## config.mk

```make
export PLATFORM = sky130hd
export DESIGN_NAME = network_address_command_parser
export DESIGN_NICKNAME = d
export VERILOG_FILES = /design/src/design/nacp_pkg.sv /design/src/design/nacp_parse.sv /design/src/design/nacp_outbuf.sv /design/src/design/network_address_command_parser.sv
export SDC_FILE = /design/constraint.sdc
export NUM_CORES = 1
export LEC_CHECK = 0
export BUFFER_PORTS_ARGS = -buffer_cell sky130_fd_sc_hd__buf_2
export CAP_MARGIN = 40
export CELL_PAD_IN_SITES_DETAIL_PLACEMENT = 1
export CELL_PAD_IN_SITES_GLOBAL_PLACEMENT = 1
export CORE_ASPECT_RATIO = 1.4
export CORE_MARGIN = 5
export CORE_UTILIZATION = 43
export DETAILED_ROUTE_END_ITERATION = 10
export HOLD_SLACK_MARGIN = 0.12
export PLACE_DENSITY_LB_ADDON = 0.1
export REMOVE_ABC_BUFFERS = 1
export SYNTH_ARGS = -nofsm -noshare
export SYNTH_HDL_FRONTEND = slang
export SYNTH_SLANG_ARGS = --single-unit
```

## constraint.sdc

```tcl
create_clock -name clk_i -period 6.7 [get_ports clk_i]
set_clock_uncertainty 0.1 [all_clocks]
set_input_delay 1.34 -clock clk_i [delete_from_list [all_inputs] [get_ports clk_i]]
set_output_delay 1.34 -clock clk_i [all_outputs]
set_load 0.005 [all_outputs]
```

## src/design/nacp_pkg.sv

```systemverilog
// Shared types and constants for the network address command parser.
`timescale 1ns / 1ps

package nacp_pkg;

  // One received command-line byte.
  typedef struct packed {
    logic [7:0] character;
    logic       line_end;
  } in_t;

  // One parse result, produced on the last byte of a line.
  typedef struct packed {
    logic [3:0]  status;
    logic [31:0] address_value;
  } out_t;

  // Result status codes.
  localparam logic [3:0] StIpSet     = 4'd0;
  localparam logic [3:0] StMaskSet   = 4'd1;
  localparam logic [3:0] StGwSet     = 4'd2;
  localparam logic [3:0] StMacValid  = 4'd3;
  localparam logic [3:0] StHelp      = 4'd4;
  localparam logic [3:0] StPrint     = 4'd5;
  localparam logic [3:0] StSyntaxErr = 4'd6;
  localparam logic [3:0] StUnknown   = 4'd7;
  localparam logic [3:0] StNoDash    = 4'd8;

  // ASCII characters of interest.
  localparam logic [7:0] ChNul   = 8'h00;
  localparam logic [7:0] ChDash  = 8'h2D;
  localparam logic [7:0] ChSpace = 8'h20;
  localparam logic [7:0] ChDot   = 8'h2E;
  localparam logic [7:0] ChColon = 8'h3A;
  localparam logic [7:0] Ch0     = 8'h30;
  localparam logic [7:0] Ch9     = 8'h39;
  localparam logic [7:0] ChUpA   = 8'h41;
  localparam logic [7:0] ChUpF   = 8'h46;
  localparam logic [7:0] ChH     = 8'h68;
  localparam logic [7:0] ChP     = 8'h70;
  localparam logic [7:0] ChI     = 8'h69;
  localparam logic [7:0] ChS     = 8'h73;
  localparam logic [7:0] ChG     = 8'h67;
  localparam logic [7:0] ChM     = 8'h6D;

  // Address window lengths after the space, in bytes.
  localparam logic [5:0] IpWindow  = 6'd19;
  localparam logic [5:0] MacWindow = 6'd29;

  // Bytes checked per token.
  localparam logic [1:0] IpTokLimit  = 2'd3;
  localparam logic [1:0] MacTokLimit = 2'd2;

  // Expected token counts.
  localparam logic [2:0] IpTokens  = 3'd4;
  localparam logic [2:0] MacTokens = 3'd6;
  localparam logic [2:0] TokSat    = 3'd7;

endpackage

```

## src/design/nacp_parse.sv

```systemverilog
// Per-character line parser: line state registers and result decode.
`timescale 1ns / 1ps

module nacp_parse (
  input  logic          clk_i,
  input  logic          rst_ni,
  input  logic          take_i,
  input  nacp_pkg::in_t item_i,
  output logic          res_valid_o,
  output nacp_pkg::out_t res_o
);

  typedef enum logic [2:0] {
    PhSearch,
    PhLetter,
    PhSpace,
    PhWindow,
    PhClosed,
    PhDecided,
    PhNoDash
  } phase_e;

  phase_e      phase_q, phase_d;
  logic [7:0]  letter_q, letter_d;
  logic [5:0]  win_q, win_d;
  logic [2:0]  tok_q, tok_d;
  logic [1:0]  tcc_q, tcc_d;
  logic [9:0]  acc_q, acc_d;
  logic        fault_q, fault_d;
  logic [7:0]  tb_q [4];
  logic [7:0]  tb_d [4];

  logic [7:0]  c;
  logic        is_mac, is_dec, is_hex, is_addr;
  logic [7:0]  delim;
  logic [1:0]  lim;
  logic [5:0]  win_lim;
  logic [9:0]  acc_base;
  logic [3:0]  st;
  logic [31:0] val;

  assign c       = item_i.character;
  assign is_mac  = (letter_q == nacp_pkg::ChM);
  assign is_dec  = (c >= nacp_pkg::Ch0) && (c <= nacp_pkg::Ch9);
  assign is_hex  = is_dec || ((c >= nacp_pkg::ChUpA) && (c <= nacp_pkg::ChUpF));
  assign is_addr = (c == nacp_pkg::ChI) || (c == nacp_pkg::ChS) ||
                   (c == nacp_pkg::ChG) || (c == nacp_pkg::ChM);
  assign delim   = is_mac ? nacp_pkg::ChColon : nacp_pkg::ChDot;
  assign lim     = is_mac ? nacp_pkg::MacTokLimit : nacp_pkg::IpTokLimit;
  assign win_lim = is_mac ? nacp_pkg::MacWindow : nacp_pkg::IpWindow;

  // Next line state for the incoming byte.
  always_comb begin
    phase_d  = phase_q;
    letter_d = letter_q;
    win_d    = win_q;
    tok_d    = tok_q;
    tcc_d    = tcc_q;
    acc_d    = acc_q;
    fault_d  = fault_q;
    acc_base = acc_q;
    for (int k = 0; k < 4; k++) begin
      tb_d[k] = tb_q[k];
    end
    case (phase_q)
      PhSearch: begin
        if (c == nacp_pkg::ChDash) begin
          phase_d = PhLetter;
        end else if (c == nacp_pkg::ChNul) begin
          phase_d = PhNoDash;
        end
      end
      PhLetter: begin
        letter_d = c;
        phase_d  = is_addr ? PhSpace : PhDecided;
      end
      PhSpace: begin
        if (c == nacp_pkg::ChSpace) begin
          win_d   = '0;
          phase_d = PhWindow;
        end else begin
          fault_d = 1'b1;
          phase_d = PhDecided;
        end
      end
      PhWindow: begin
        if (c == nacp_pkg::ChNul) begin
          phase_d = PhClosed;
        end else begin
          if (c == delim) begin
            tcc_d = '0;
          end else begin
            if (tcc_q == 2'd0) begin
              if (tok_q != nacp_pkg::TokSat) begin
                tok_d = tok_q + 3'd1;
              end
              acc_base = '0;
              acc_d    = '0;
            end
            if (tcc_q < lim) begin
              tcc_d = tcc_q + 2'd1;
              if (is_mac) begin
                if (!is_hex) begin
                  fault_d = 1'b1;
                end
              end else if (is_dec) begin
                // acc * 10 + digit, kept to 10 bits
                acc_d = (acc_base << 3) + (acc_base << 1) + {6'd0, c[3:0]};
                if ((tok_d >= 3'd1) && (tok_d <= 3'd4)) begin
                  tb_d[2'(tok_d - 3'd1)] = acc_d[7:0];
                end
              end else begin
                fault_d = 1'b1;
              end
            end
          end
          win_d = win_q + 6'd1;
          if (win_d >= win_lim) begin
            phase_d = PhClosed;
          end
        end
      end
      default: begin
      end
    endcase
  end

  // Line outcome, decoded from the state after this byte.
  always_comb begin
    val = {tb_d[0], tb_d[1], tb_d[2], tb_d[3]};
    st  = nacp_pkg::StNoDash;
    case (phase_d)
      PhLetter: st = nacp_pkg::StUnknown;
      PhSpace:  st = nacp_pkg::StSyntaxErr;
      PhDecided: begin
        if (letter_d == nacp_pkg::ChH) begin
          st = nacp_pkg::StHelp;
        end else if (letter_d == nacp_pkg::ChP) begin
          st = nacp_pkg::StPrint;
        end else if ((letter_d == nacp_pkg::ChI) || (letter_d == nacp_pkg::ChS) ||
                     (letter_d == nacp_pkg::ChG) || (letter_d == nacp_pkg::ChM)) begin
          st = nacp_pkg::StSyntaxErr;
        end else begin
          st = nacp_pkg::StUnknown;
        end
      end
      PhWindow, PhClosed: begin
        if (letter_d == nacp_pkg::ChM) begin
          st = ((tok_d == nacp_pkg::MacTokens) && !fault_d) ?
               nacp_pkg::StMacValid : nacp_pkg::StSyntaxErr;
        end else if ((tok_d != nacp_pkg::IpTokens) || fault_d) begin
          st = nacp_pkg::StSyntaxErr;
        end else if (letter_d == nacp_pkg::ChI) begin
          st = nacp_pkg::StIpSet;
        end else if (letter_d == nacp_pkg::ChS) begin
          st = nacp_pkg::StMaskSet;
        end else begin
          st = nacp_pkg::StGwSet;
        end
      end
      default: st = nacp_pkg::StNoDash;
    endcase
  end

  assign res_valid_o         = take_i && item_i.line_end;
  assign res_o.status        = st;
  assign res_o.address_value = (st <= nacp_pkg::StGwSet) ? val : 32'd0;

  always_ff @(posedge clk_i or negedge rst_ni) begin
    if (!rst_ni) begin
      phase_q  <= PhSearch;
      letter_q <= '0;
      win_q    <= '0;
      tok_q    <= '0;
      tcc_q    <= '0;
      acc_q    <= '0;
      fault_q  <= 1'b0;
    end else if (take_i) begin
      if (item_i.line_end) begin
        phase_q  <= PhSearch;
        letter_q <= '0;
        win_q    <= '0;
        tok_q    <= '0;
        tcc_q    <= '0;
        acc_q    <= '0;
        fault_q  <= 1'b0;
      end else begin
        phase_q  <= phase_d;
        letter_q <= letter_d;
        win_q    <= win_d;
        tok_q    <= tok_d;
        tcc_q    <= tcc_d;
        acc_q    <= acc_d;
        fault_q  <= fault_d;
      end
    end
  end

  // Token bytes: no reset, only read once written.
  always_ff @(posedge clk_i) begin
    if (take_i) begin
      for (int k = 0; k < 4; k++) begin
        tb_q[k] <= tb_d[k];
      end
    end
  end

endmodule

```

## src/design/nacp_outbuf.sv

```systemverilog
// Result register with a skid entry.
`timescale 1ns / 1ps

module nacp_outbuf (
  input  logic           clk_i,
  input  logic           rst_ni,
  input  logic           push_i,
  input  nacp_pkg::out_t data_i,
  output logic           full_o,
  output logic           out_valid_o,
  input  logic           out_stall_i,
  output nacp_pkg::out_t out_data_o
);

  logic           out_valid_q, skid_valid_q;
  nacp_pkg::out_t out_q, skid_q;
  logic           out_take;

  assign out_take    = out_valid_q && !out_stall_i;
  assign full_o      = skid_valid_q;
  assign out_valid_o = out_valid_q;
  assign out_data_o  = out_q;

  always_ff @(posedge clk_i or negedge rst_ni) begin
    if (!rst_ni) begin
      out_valid_q  <= 1'b0;
      skid_valid_q <= 1'b0;
    end else if (skid_valid_q) begin
      if (out_take) begin
        skid_valid_q <= 1'b0;
      end
    end else if (push_i) begin
      if (!out_valid_q || out_take) begin
        out_valid_q <= 1'b1;
      end else begin
        skid_valid_q <= 1'b1;
      end
    end else if (out_take) begin
      out_valid_q <= 1'b0;
    end
  end

  always_ff @(posedge clk_i) begin
    if (skid_valid_q) begin
      if (out_take) begin
        out_q <= skid_q;
      end
    end else if (push_i) begin
      if (!out_valid_q || out_take) begin
        out_q <= data_i;
      end else begin
        skid_q <= data_i;
      end
    end
  end

endmodule

```

## src/design/network_address_command_parser.sv

```systemverilog
// Top level of the network address command parser.
// Usage:
//   Command-line bytes arrive on the input channel (in_valid_i / in_stall_o,
//   payload in_data_i), one byte per transfer; line_end marks the last byte.
//   The parser skips bytes up to the first dash, decodes the command letter
//   and, for address commands, splits the following window into tokens.
//   Exactly one result transfer leaves on the output channel (out_valid_o /
//   out_stall_i, payload out_data_o) for each line, after the byte that
//   carries line_end is taken; other bytes produce nothing.
// Data path and throughput:
//   A result is registered once its last byte is taken. One byte is
//   taken every cycle while in_stall_o is low; the per-byte logic sits
//   between the line state registers and the result register.
// Stall behavior:
//   The result register is backed by one skid entry, so bytes keep flowing
//   while a result waits. in_stall_o rises only when both entries hold
//   results, and drops the cycle after the receiver takes one.
// Reset:
//   rst_ni clears the line state to "searching for dash" and empties the
//   result register and skid entry.
`timescale 1ns / 1ps

module network_address_command_parser (
  input  logic           clk_i,
  input  logic           rst_ni,
  input  logic           in_valid_i,
  output logic           in_stall_o,
  input  nacp_pkg::in_t  in_data_i,
  output logic           out_valid_o,
  input  logic           out_stall_i,
  output nacp_pkg::out_t out_data_o
);

  logic           take;
  logic           res_valid;
  nacp_pkg::out_t res;
  logic           full;

  // byte transfer on the input channel
  assign take       = in_valid_i && !full;
  assign in_stall_o = full;

  nacp_parse u_parse (
    .clk_i      (clk_i),
    .rst_ni     (rst_ni),
    .take_i     (take),
    .item_i     (in_data_i),
    .res_valid_o(res_valid),
    .res_o      (res)
  );

  nacp_outbuf u_outbuf (
    .clk_i      (clk_i),
    .rst_ni     (rst_ni),
    .push_i     (res_valid),
    .data_i     (res),
    .full_o     (full),
    .out_valid_o(out_valid_o),
    .out_stall_i(out_stall_i),
    .out_data_o (out_data_o)
  );

  // the skid entry only fills behind a held result
  a_skid_behind_out: assert property (@(posedge clk_i) disable iff (!rst_ni)
    in_stall_o |-> out_valid_o)
    else $error("skid entry full while result register empty");

  // after a line end is taken, a result is always valid in the next cycle
  a_result_follows: assert property (@(posedge clk_i) disable iff (!rst_ni)
    (in_valid_i && !in_stall_o && in_data_i.line_end) |=> out_valid_o)
    else $error("line end taken without result");

  // only set commands carry an address
  a_value_only_on_set: assert property (@(posedge clk_i) disable iff (!rst_ni)
    (out_valid_o && (out_data_o.address_value != 32'd0)) |->
    (out_data_o.status <= nacp_pkg::StGwSet))
    else $error("address value on a non-set status");

  // status codes stay in range
  a_status_range: assert property (@(posedge clk_i) disable iff (!rst_ni)
    out_valid_o |-> (out_data_o.status <= nacp_pkg::StNoDash))
    else $error("status code out of range");

endmodule

```

Word level (Yosys, flattened, before mapping) --
Memories as Yosys holds them, arrays and structs flattened. Index checks and enable logic that the tools add are counted.
Word-level totals: register bits 107, latch bits 0, RAM bits 32, memory bits (read-only) 0, output and inout bits 38, memories 1
Operators by class: $add $sub $neg 6, multipliers 0, div/mod/pow operators 0, $lt $le $gt $ge 11, eq/ne operators 31, shifts and indexed selects 0, mux-type cells 84, bitwise operators 3, reduce and logical (&&, ||, !) cells 37
Memories:
- u_parse.tb_q | words 4, width 8, rd ports 4, clocked after Yosys merged registers in 0, wr ports 4, RTL line nacp_parse.sv:30 | logic [7:0] tb_q [4];
Operator list (count):
- $mux W32 | 8
- $mux W36 | 4
- $eq A8 B7 Y1 const B | 11
- $mux W10 | 8
- $mux W3 | 17
- $bwmux W32 | 1
- $mux W9 | 3
- $mux W4 | 6
- $mux W8 | 3
- $mux W1 | 19
- $mux W6 | 3
- $demux W8 S2 | 1
- $eq A8 B6 Y1 const B | 2
- $pmux W4 S4 | 1
- $eq A3 B2 Y1 const B | 4
- $mux W2 | 6
- $pmux W3 S4 | 1
- $pmux W6 S2 | 1
- $reduce_and A4 Y1 | 3
- $add A10 B10 Y10 | 1
- $add A10 B4 Y10 | 1
- $eq A3 B3 Y1 const B | 3
- $logic_or A1 B1 Y1 | 9
- $ne A3 B3 Y1 const B | 3
- 33 further kinds | 53

Depth between registers and ports, before layout --
word-level depth 24, gate-level depth with buffers 16

Hierarchy --
A second synthesis with hierarchy kept.
Unflattened totals: cell total of the unflattened synthesis 586, area total of the unflattened synthesis 7189.4 um2
Modules (own cells, without submodules):
- nacp_parse | times used 1, cells each 461, area an instance 4458.0 um2, seq. area each 1711.6 um2
- nacp_outbuf | times used 1, cells each 124, area an instance 2717.6 um2, seq. area each 2212.1 um2
- network_address_command_parser | times used 1, cells each 1, area an instance 13.8 um2, seq. area each 0.0 um2

Least setup slack after synthesis --
No wires, ideal clock.
path kind in2reg, start point input port in_valid_i, end point register u_outbuf.out_q (netlist bit u_outbuf.out_data_o[0]), enable pin, setup time 0.484 ns, data arrival time 4.995 ns, required time 6.116 ns, setup slack 1.120 ns, cell stages on the path 5, path buffers 1, cells stage by stage nand2b_1 clkbuf_1 clkinv_1 nand2_1 a21boi_0
On the way: cells in the longest elaborated chain, start to end 4
RTL lines:
- start, declared | RTL line network_address_command_parser.sv:26 | input logic in_valid_i,
- $logic_and A1 B1 Y1 | RTL line network_address_command_parser.sv:40 | assign take = in_valid_i && !full;
- via take | RTL line network_address_command_parser.sv:34 | logic take;
- $logic_and A1 B1 Y1 | RTL line nacp_parse.sv:165 | assign res_valid_o = take_i && item_i.line_end;
- $reduce_bool A2 Y1 (no line)
- $reduce_and A3 Y1 (no line)
- end signal, assigned | RTL line nacp_outbuf.sv:46 | out_q <= skid_q;
- end signal, assigned | RTL line nacp_outbuf.sv:50 | out_q <= data_i;
- end, declared | RTL line nacp_outbuf.sv:16 | nacp_pkg::out_t out_q, skid_q;
The timed path passes the listed nets, and every way through them passes these cells. A chain may end at the register's enable or synchronous reset.

Final worst setup path --
start point register u_parse.letter_q[4], end point register u_outbuf.out_q (netlist bit u_outbuf.out_data_o[0]), data pin
On the way: cells in the longest elaborated chain, start to end 17, elaborated cells between the ends (all ways) 58, those cells by class 3 x order compare; 15 x eq/ne; 33 x mux; 7 x reduce/logical
RTL lines:
- start, declared | RTL line nacp_parse.sv:24 | logic [7:0] letter_q, letter_d;
- start signal, assigned | RTL line nacp_parse.sv:189 | letter_q <= letter_d;
- branches (longest 13 deep; another with $ge A6 B6 Y1)
- $mux W32 * | RTL line nacp_parse.sv:167 | assign res_o.address_value = (st <= nacp_pkg::StGwSet) ? val : 32'd0;
- $mux W36 * | RTL line nacp_outbuf.sv:49 | if (!out_valid_q || out_take) begin
- $mux W36 * | RTL line nacp_outbuf.sv:48 | end else if (push_i) begin
- $mux W36 * | RTL line nacp_outbuf.sv:44 | if (skid_valid_q) begin
Mark *: on every way between the ends. The select of a mux whose other input is x is not followed.

==> impl_metrics.yaml <==
placed_design:
  dp_hpwl_um: 12500
  dpl_cell_area_sq_um: 7790
  io_buffers: 50
  place_congestion: 0.857
  pre_cts_ws_ns: 1.72
route:
  routed_wl_um: 18600
  num_vias: 5233
  drt_first_pass_iters: 4
  wire_per_inst_um: 21.0
  drc: 0
  first_iter_violations: 283
  ant_nets: 0
  vias_per_cell: 5.91
hold_path:
  min_path_type: "register to register"
sta:
  setup_ws_ns: 1.87
  worst_pin_slew_ns: 0.884
  fmax_mhz: 207
  relSlewSlack: 0.411
  rsz0062_at_grt: "no"
  layout_min_cycle_time_ns: 4.83
  tns_ns: 0
  fin_crit_sh: 0.721
  holdWs_ns: 0.385
  setup_viol_count_final: 0
  finalMaxSlewViolations: 0
  hold_viol: 0
global_routing:
  grt.overflow.total: 0
  grt_first_pass_wirelength_um: 30100
  met3_usage: 0.0343
  antenna_found_initial: 0
  busiest_layer: "met2"
  grt_pass1_vias: 5655
  met1_usage: 0.215
  track_usage: 0.195
  grt_max_degree: 65
  grtUsageMet2: 0.367
final_layout:
  layout.nets: 700
  final_area_sq_um: 8370
  final_core_util: 0.498
  insertedDiodeCount: 0
  drive_gt1_frac: 0.209
  syn2layout_area_growth_pct: 13.4
yosys:
  yosys_warnings: 0
  yosys.area.top_type: "edfxtp_1"
  ys.flop_type: "edfxtp_1"
  synth-seq-cells: 136
  synth-async-reset-ratio: 0.235
  synth-edff-count: 104
  syn_area_sq_um: 7380
  synth_top_area_frac: 0.423
  synth_cells: 630
  syn-mean-instance-area_sq_um: 11.7
  synth_cell_types: 80
  ys_seq_area_frac: 0.532
  synth_area_leaders: "edfxtp_1 (42%), dfrtp_1 (11%), o41ai_2 (6.2%)"
run:
  drv_cap: 0
pwr:
  p_seq_frac: 0.451
  power_frac_clock: 0.360
  power.internal_mw: 1.80
  leakagePower_nw: 3.36
  p_comb_frac: 0.189
  ir_drop_mv: 0.155
  p_per_area_nw_per_um2: 307
  p_sw_frac: 0.298
  power_switching_mw: 0.766
clock_network:
  ctsResizeCount: 0
  htreeDepth: 4
  clkLatencyLatePin_ns: 0.42
  clkTransAtPathRegs_ns: 0.06
  clockBufferDepth: 2
  clock_sinks: 136
  cts_buffers: 17
  cts_root_buf: "clkbuf_16"
  cts_tree: "done"
  cts_setup_buffers: 0
  cts_hold_buf: 0
setup_path:
  worstPathCellList: "nand4b_1, nor3_1, inv_2, ha_1, nor2b_1, nand4_1, a311oi_1, nor2_1, o32a_4, a2bb2oi_1, nand4_1, a21oi_4, buf_4, o41ai_2"
  crit_fanout: 64
  critPathKind: "register to register"
  slowest_stage: "buf_4"
  start_kind: "register"
  crit_required_ns: 6.74
  critPathCaptureType: "register"
  cp_data_arrival_time_ns: 4.87
  path_buf_inv: 2
  critPathTopFamily: "simple AND/OR/NAND/NOR gates"
  path_common_cell: "nand4_1"
  max_stage_delay_ns: 0.65
floorplan:
  die_w_um: 121
  die_h_um: 165
  core-area_sq_um: 16800
  die_area_sq_um: 19900
  start_util: 0.439
  io-pin-count: 51
  num_rows: 56
outcome:
  status: "complete, no violations"
==> cells by family (layout without fill, tap and decap cells) <==
group / after synthesis / after routing / synth area share
and+or+nand+nor: 197 / 197 / 0.141
DFF: 136 / 136 / 0.532
AOI/OAI and AO/OA: 133 / 133 / 0.172
muxes: 38 / 38 / 0.0522
adders and majority gates: 17 / 17 / 0.0309
buffers and inverters: 94 / 147 / 0.0539
xor gates and xnor gates: 15 / 15 / 0.0178
==> cell usage in the layout (no fill, tap or decap), drive strengths merged, types with 3 or more instances in the layout <==
cell and n:
xnor2 10, o41ai 33, a21o 5, o31ai 6, nor3b 5, and3b 3, o211ai 3, or2 3
dfrtp 32, a21oi 12, nor2b 11, nand2 62, nand2b 4, nand3 15, nand4 5, nor3 42
o21ai 24, ha 15, or3 5, inv 57, xor2 5, buf 59, nor2 22, a211oi 4
mux2i 34, clkinv 10, a31oi 8, nor4 3, mux2 4, clkbuf 18, and3 3, a22o 15
edfxtp 104
==> routing by layer <==
layer	share of wire	routed length (um)	up-vias
li1	-	-	2444
met1	0.40	7410	2690
met2	0.56	10300	71
met3	0.022	411	28
met4	0.024	448	0
met5	0	0	-
==> flip-flops by register name, summed over array words and instances, names as in the netlist, 2 cells and up <==
name / count
u_outbuf.out_data_o: 36
u_outbuf.skid_q: 36
u_parse.tb_q: 32
u_parse.letter_q: 8
u_parse.acc_q: 7
u_parse.win_q: 6
u_parse.phase_q: 3
u_parse.tok_q: 3
u_parse.tcc_q: 2
==> layout make-up <==
| cell class | instances | area (sq um) |
|---|---|---|
| Fill cell | 1786 | 8450 |
| Sequential cell | 136 | 3930 |
| Tap cell | 203 | 254 |
| Multi-Input combinational cell | 400 | 3080 |
| Inverter | 56 | 210 |
| Timing Repair Buffer | 59 | 322 |
| Clock inverter | 14 | 150 |
| Clock buffer | 18 | 429 |
==> synth_stat cells, drive strengths merged (6+ instances only) <==
library cell and number:
o21ai 24, a22o 15, o41ai 33, a21oi 12, o31ai 6, a31oi 8, nor3 42, buf 14
nor2 22, xnor2 10, nand2 62, clkbuf 24, nand3 15, inv 55, dfrtp 32, edfxtp 104
ha 15, mux2i 34, nor2b 11
==> worst min-delay path, stage by stage, from the launching register on <==
cell and delay, ns:
dfrtp_1 0.35, nand2_1 0.05, o31ai_1 0.05
==> power by group through the flow <==
stage | Combinational, mW | Sequential, mW | Clock (mW)
5_1_grt | 0.541 | 1.17 | 0.987
2_1_floorplan | 0.262 | 1.20 | 0
3_3_place_gp | 0.473 | 1.17 | 0
3_5_place_dp | 0.491 | 1.17 | 0
4_1_cts | 0.498 | 1.16 | 0.951
6_report | 0.486 | 1.16 | 0.925
==> per-stage QoR <==
stage | instances | power [mW]
global route | 886 | 2.70
detailed placement | 854 | 1.67
CTS | 886 | 2.61
finish | 886 | 2.57
global placement | 853 | 1.64
floorplan | 592 | 1.46
==> final timing paths <==
check | cells past startpoint | slack, ns | end | start
setup / recovery | 14 | 1.87 | u_outbuf.out_data_o[0] | u_parse.letter_q[4]
hold / removal | 2 | 0.39 | u_parse.fault_q | u_parse.fault_q
setup reg to reg | 14 | 1.87 | u_outbuf.out_data_o[0] | u_parse.letter_q[4]
hold reg to reg | 2 | 0.39 | u_parse.fault_q | u_parse.fault_q
max in group asynchronous | 1 | 5.04 | u_outbuf.full_o | rst_ni
min in group asynchronous | 1 | 0.90 | u_parse.letter_q[0] | rst_ni
No activity file was read; power rests on OpenSTA's default activity.
